## src/hdl/fpo_ram.sv

```systemverilog
// ----------------------------------------------------------------------------
// fpo_ram
// Generic simple dual-port RAM with one write port and a registered read port.
// ----------------------------------------------------------------------------
module fpo_ram #(
    parameter int WIDTH = 8,
    parameter int DEPTH = 256
) (
    input  logic                     clk,
    input  logic                     we,
    input  logic [$clog2(DEPTH)-1:0] waddr,
    input  logic [WIDTH-1:0]         wdata,
    input  logic                     re,
    input  logic [$clog2(DEPTH)-1:0] raddr,
    output logic [WIDTH-1:0]         rdata
);

    logic [WIDTH-1:0] mem [DEPTH];

    always_ff @(posedge clk)
    begin
        if (we)
        begin
            mem[waddr] <= wdata;
        end
        if (re)
        begin
            rdata <= mem[raddr];
        end
    end

endmodule
```

## config.mk

```make
export PLATFORM = sky130hd
export DESIGN_NAME = fpo_ram
export DESIGN_NICKNAME = d
export VERILOG_FILES = /design/src/hdl/fpo_ram.sv
export SDC_FILE = /design/constraint.sdc
export NUM_CORES = 2
export LEC_CHECK = 0
export BUFFER_PORTS_ARGS = -buffer_cell sky130_fd_sc_hd__buf_2
export CORE_UTILIZATION = 35
export DETAILED_ROUTE_END_ITERATION = 10
export SLEW_MARGIN = 40
export SYNTH_ARGS = -nofsm -noshare
export SYNTH_HDL_FRONTEND = slang
export SYNTH_SLANG_ARGS = --single-unit
```

## constraint.sdc

```tcl
create_clock -name clk -period 3.36 [get_ports clk]
set_clock_uncertainty 0.1 [all_clocks]
set_input_delay 0.672 -clock clk [delete_from_list [all_inputs] [get_ports clk]]
set_output_delay 0.672 -clock clk [all_outputs]
set_load 0.05 [all_outputs]
```

==> results.md <==
Global route:
- The pin count of the biggest net entering global routing is 105.
- The first global-routing pass estimated 298 mm of wire.
- The number of antenna violations at the first check in global routing is 16.
- Global routing used 17.9% of the available tracks.
- The number of global-route vias before repair is 41000.
- Summed over all layers, the global routing overflow is 0.

Setup path:
- The worst setup path is launched from a primary input.
- The worst path required time is 3.83 ns.
- Tracing the worst setup path back leads to its startpoint at raddr[0].
- The startpoint-to-endpoint class of the critical path is primary input to flip-flop.
- STA puts the critical path data arrival time at 3.52 ns.
- Along the worst path, the maximum fanout reaches 20.
- Traced cell by cell, the critical path runs through buf_8 > buf_12 > buf_12 > buf_12 > mux4_2 > a22oi_1 > a21oi_1 > nor4_1 > buf_4 > nor4_2.
- The most frequent cell on the critical path is buf_12.
- On the critical path, the stage with the largest delay is an instance of nor4_1.
- The launch instance of the worst register-to-register path is mem[211][5]$_DFFE_PP_.
- For this run, the slowest stage of the critical path takes 0.71 ns.
- The critical path capture point type is a flip-flop.

Timing:
- Across all hold checks on the routed design, the worst slack comes to 0.108 ns.
- The final max-slew violation count is 0.
- The worst-case headroom to the max-slew limit is 43.0%.
- Setup violations remaining at the end of the flow were counted as 0.
- The slew at the pin with the worst max-slew slack is 0.848 ns.
- The hold violation total from the final report was 0.
- Setup repair after global routing left no endpoint under its margin.
- Dividing the final minimum period by the clock period gives 91.0%.
- Subtracting the final worst setup slack from the clock period gives 3.06 ns.
- The upper clock frequency limit is 327 MHz.

Floorplan:
- The area of the core is 226000 µm².
- For this design the top-level I/O count stands at 35.
- The floorplan has 174 rows.
- The horizontal extent of the die is 479 µm.
- Measured along the y axis, the die boundary spans 479 µm.
- The initial utilization of the core area, before any placement, comes to 35.3%.
- The floorplan die area is 229000 µm².

Drt:
- The post-route antenna net violation count is 0.
- The first routing iteration left 4668 violations.
- The via density per instance is 5.42.
- The detailed-route wire length per cell is 27.4 µm.
- The number of iterations in the first detailed-routing pass is 5.
- The total routed wirelength is 206 mm.
- The total DRC errors in the routed layout is 0.
- The total vias in the final route is 40700.

Pwr:
- The total leakage power is 0.0299 µW.
- The worst-case IR drop observed on VDD is 542 µV.
- The power per cell area is 562 nW/µm².

Yosys:
- Synthesis produced a netlist whose cell count is 3733.
- During synthesis, Yosys emitted a total of 0 warnings.
- After synthesis, the share of flip-flops with an asynchronous set or reset is 0%.
- Of the total synthesized cell area, the portion taken by AND, OR, NAND and NOR gates is 2.63%.
- Among all flip-flop cells after synthesis, the most frequent one is edfxtp_1.
- The combinational family with the most area after synthesis is multiplexers.
- In this run the cell area of the synthesized design comes to 79600 µm².
- The share of the Yosys chip area taken by registers is 77.5%.
- The synthesized netlist devotes 0% of its cell area to XOR and XNOR gates.
- The mean post-synth cell area is 21.3 µm².
- In the synthesized netlist, mux cells make up 14.6% of the area.
- The synthesized netlist devotes 0% of its cell area to adder and majority cells.
- When the netlist entered floorplanning its net count stood at 3760.
- The count of distinct cell types in the synthesized netlist is 54.
- Summing the areas of all compound-gate instances in the mapped netlist gives 3.42% of the synthesized area.
- Counting flops with a built-in enable in the synthesized netlist gives 2056.
- The synthesized design contains 2056 register bits.

Clock network:
- Post-CTS repair changed the size of 0 cells.
- After clock tree synthesis, the clock-pin slew on the worst setup and hold paths is 0.06 ns.
- The total clock sinks is 2056.
- The number of buffers inserted by post-CTS setup repair is 0.
- In this run the clock root is driven by a clkbuf_16.
- The maximum buffer depth of the clock tree is 3.
- The clock tree from TritonCTS is done.
- The H-tree was split into 4 levels.
- The later pin in the worst-skew pair is clocked with a latency of 0.84 ns.
- Hold repair after CTS inserted 0 buffers.
- Buffers inserted during clock tree synthesis total 206.

Layout:
- With fillers left out, the area of the finished cells amounts to 94000 µm².
- For this run, the number of standard cells in the final layout without fillers is 7507.
- Of the cells placed in the final design, the portion with a size suffix greater than 1 is 30.8%.
- After the last flow step, the layout net total stands at 4368.
- Compared with the post-synthesis result, the final layout area differs by 18.1%.

Place:
- The total placed cells including tap cells is 7124.
- The HPWL after detailed placement is 131 mm.
- Buffers placed on the I/O ports in this run total 34.
- The routability-driven placement congestion ratio is 0.839.
- The placement-stage cell area is 87700 µm².

Min path:
- The worst hold path begins at wdata[0].
- The worst min-delay path class is primary input to flip-flop.

Run:
- The number of maximum-capacitance violations is 0.

Outcome:
- The run finished with clean final reports.
-- cells by family after synthesis --
group | Yosys count
DFF | 2056
muxes | 591
and+or+nand+nor | 466
AOI/OAI and AO/OA | 385
buffers and inverters | 235
-- path summary, 6_finish.rpt --
path,to,slack (ns),depth (start not counted)
max,rdata[0]$_DFFE_PP_,0.30,10
min,mem[146][0]$_DFFE_PP_,0.11,1
max reg2reg,rdata[5]$_DFFE_PP_,0.55,7
min reg2reg,rdata[2]$_DFFE_PP_,1.14,6
-- sequential cells by signal (all words and copies together) (netlist names) --
register,cells
mem,2048
rdata,8
-- metrics by stage --
stage               setup WS [ns]  setup TNS, ns  total power, µW  util [%]
floorplan                   0.512              0            30300         -
global placement           -0.889          -3.79            31800      38.9
detailed placement         -0.527          -2.67            31800      38.9
CTS                         0.372              0            53300      41.7
global route                0.281              0            54300      41.7
finish                      0.303              0            52900      41.7
-- area by class of cell --
class                           instances  area [µm²]
Antenna cell                            9        22.5
Tap cell                             2992        3740
Clock buffer                          251        5390
Clock inverter                        122         915
Timing Repair Buffer                  633        5700
Multi-Input combinational cell       1442       16500
Inverter                                2        7.51
Fill cell                           19700      132000
Sequential cell                      2056       61700
-- synth_stat cells (10+ instances only) --
cell,instances,area (µm²)
buf_4,27,203
buf_6,21,236
a22oi_1,133,998
nor3_1,22,110
nor4_1,24,150
o21ai_0,10,50.1
nand2_1,33,124
clkbuf_1,111,417
nand3_1,34,170
o221ai_1,46,403
buf_1,22,82.6
a21oi_1,96,480
nor2_1,282,1060
nor2b_1,31,194
mux4_2,454,10200
mux2i_1,134,1340
edfxtp_1,2056,61700
buf_8,13,195
a221oi_1,13,114
buf_2,31,155
nand4_1,10,62.6
o211ai_1,10,75.1
a211oi_1,16,120
o22ai_1,28,175
-- layout by cell type (no fill, tap or decap), types with 10 or more instances in the layout --
cell type	instances
o221ai_1	46
clkbuf_1	42
o211ai_1	10
mux4_2	454
a21oi_1	96
edfxtp_1	2056
buf_4	526
clkinv_2	38
a22oi_1	133
a221oi_1	13
nor3_1	22
o22ai_1	28
nand2_1	33
mux2i_1	134
buf_2	23
buf_12	73
nor2_1	278
clkbuf_16	209
a211oi_1	16
nor4_1	19
clkinv_1	57
nor2b_1	28
nand4_1	10
nand3_1	34
buf_8	10
o21ai_0	10
-- metal layers --
layer / routed length (µm) / global-route usage, % / up-vias / part of all wire [%]
met5: 43 / 0 / - / 0.021
met4: 5300 / 4.65 / 6 / 2.6
met3: 15200 / 2.93 / 315 / 7.4
met2: 99500 / 29.0 / 1646 / 48
met1: 85700 / 25.1 / 21800 / 42
li1: - / - / 16900 / -
-- worst max-delay path: cells and delay by family --
| family | cells | cell delay [ns] |
|---|---|---|
| buffers and inverters | 5 | 1.02 |
| and+or+nand+nor | 2 | 0.75 |
| muxes | 1 | 0.50 |
| AOI/OAI and AO/OA | 2 | 0.53 |
-- report_power, final --
group          switching (µW)  internal, µW  total [µW]
Clock                    9560         12100       21600
Combinational            1790          1140        2930
Sequential               33.0         28300       28300
Total                   11400         41500       52900
Note: power is estimated with default switching activity, not from simulation.
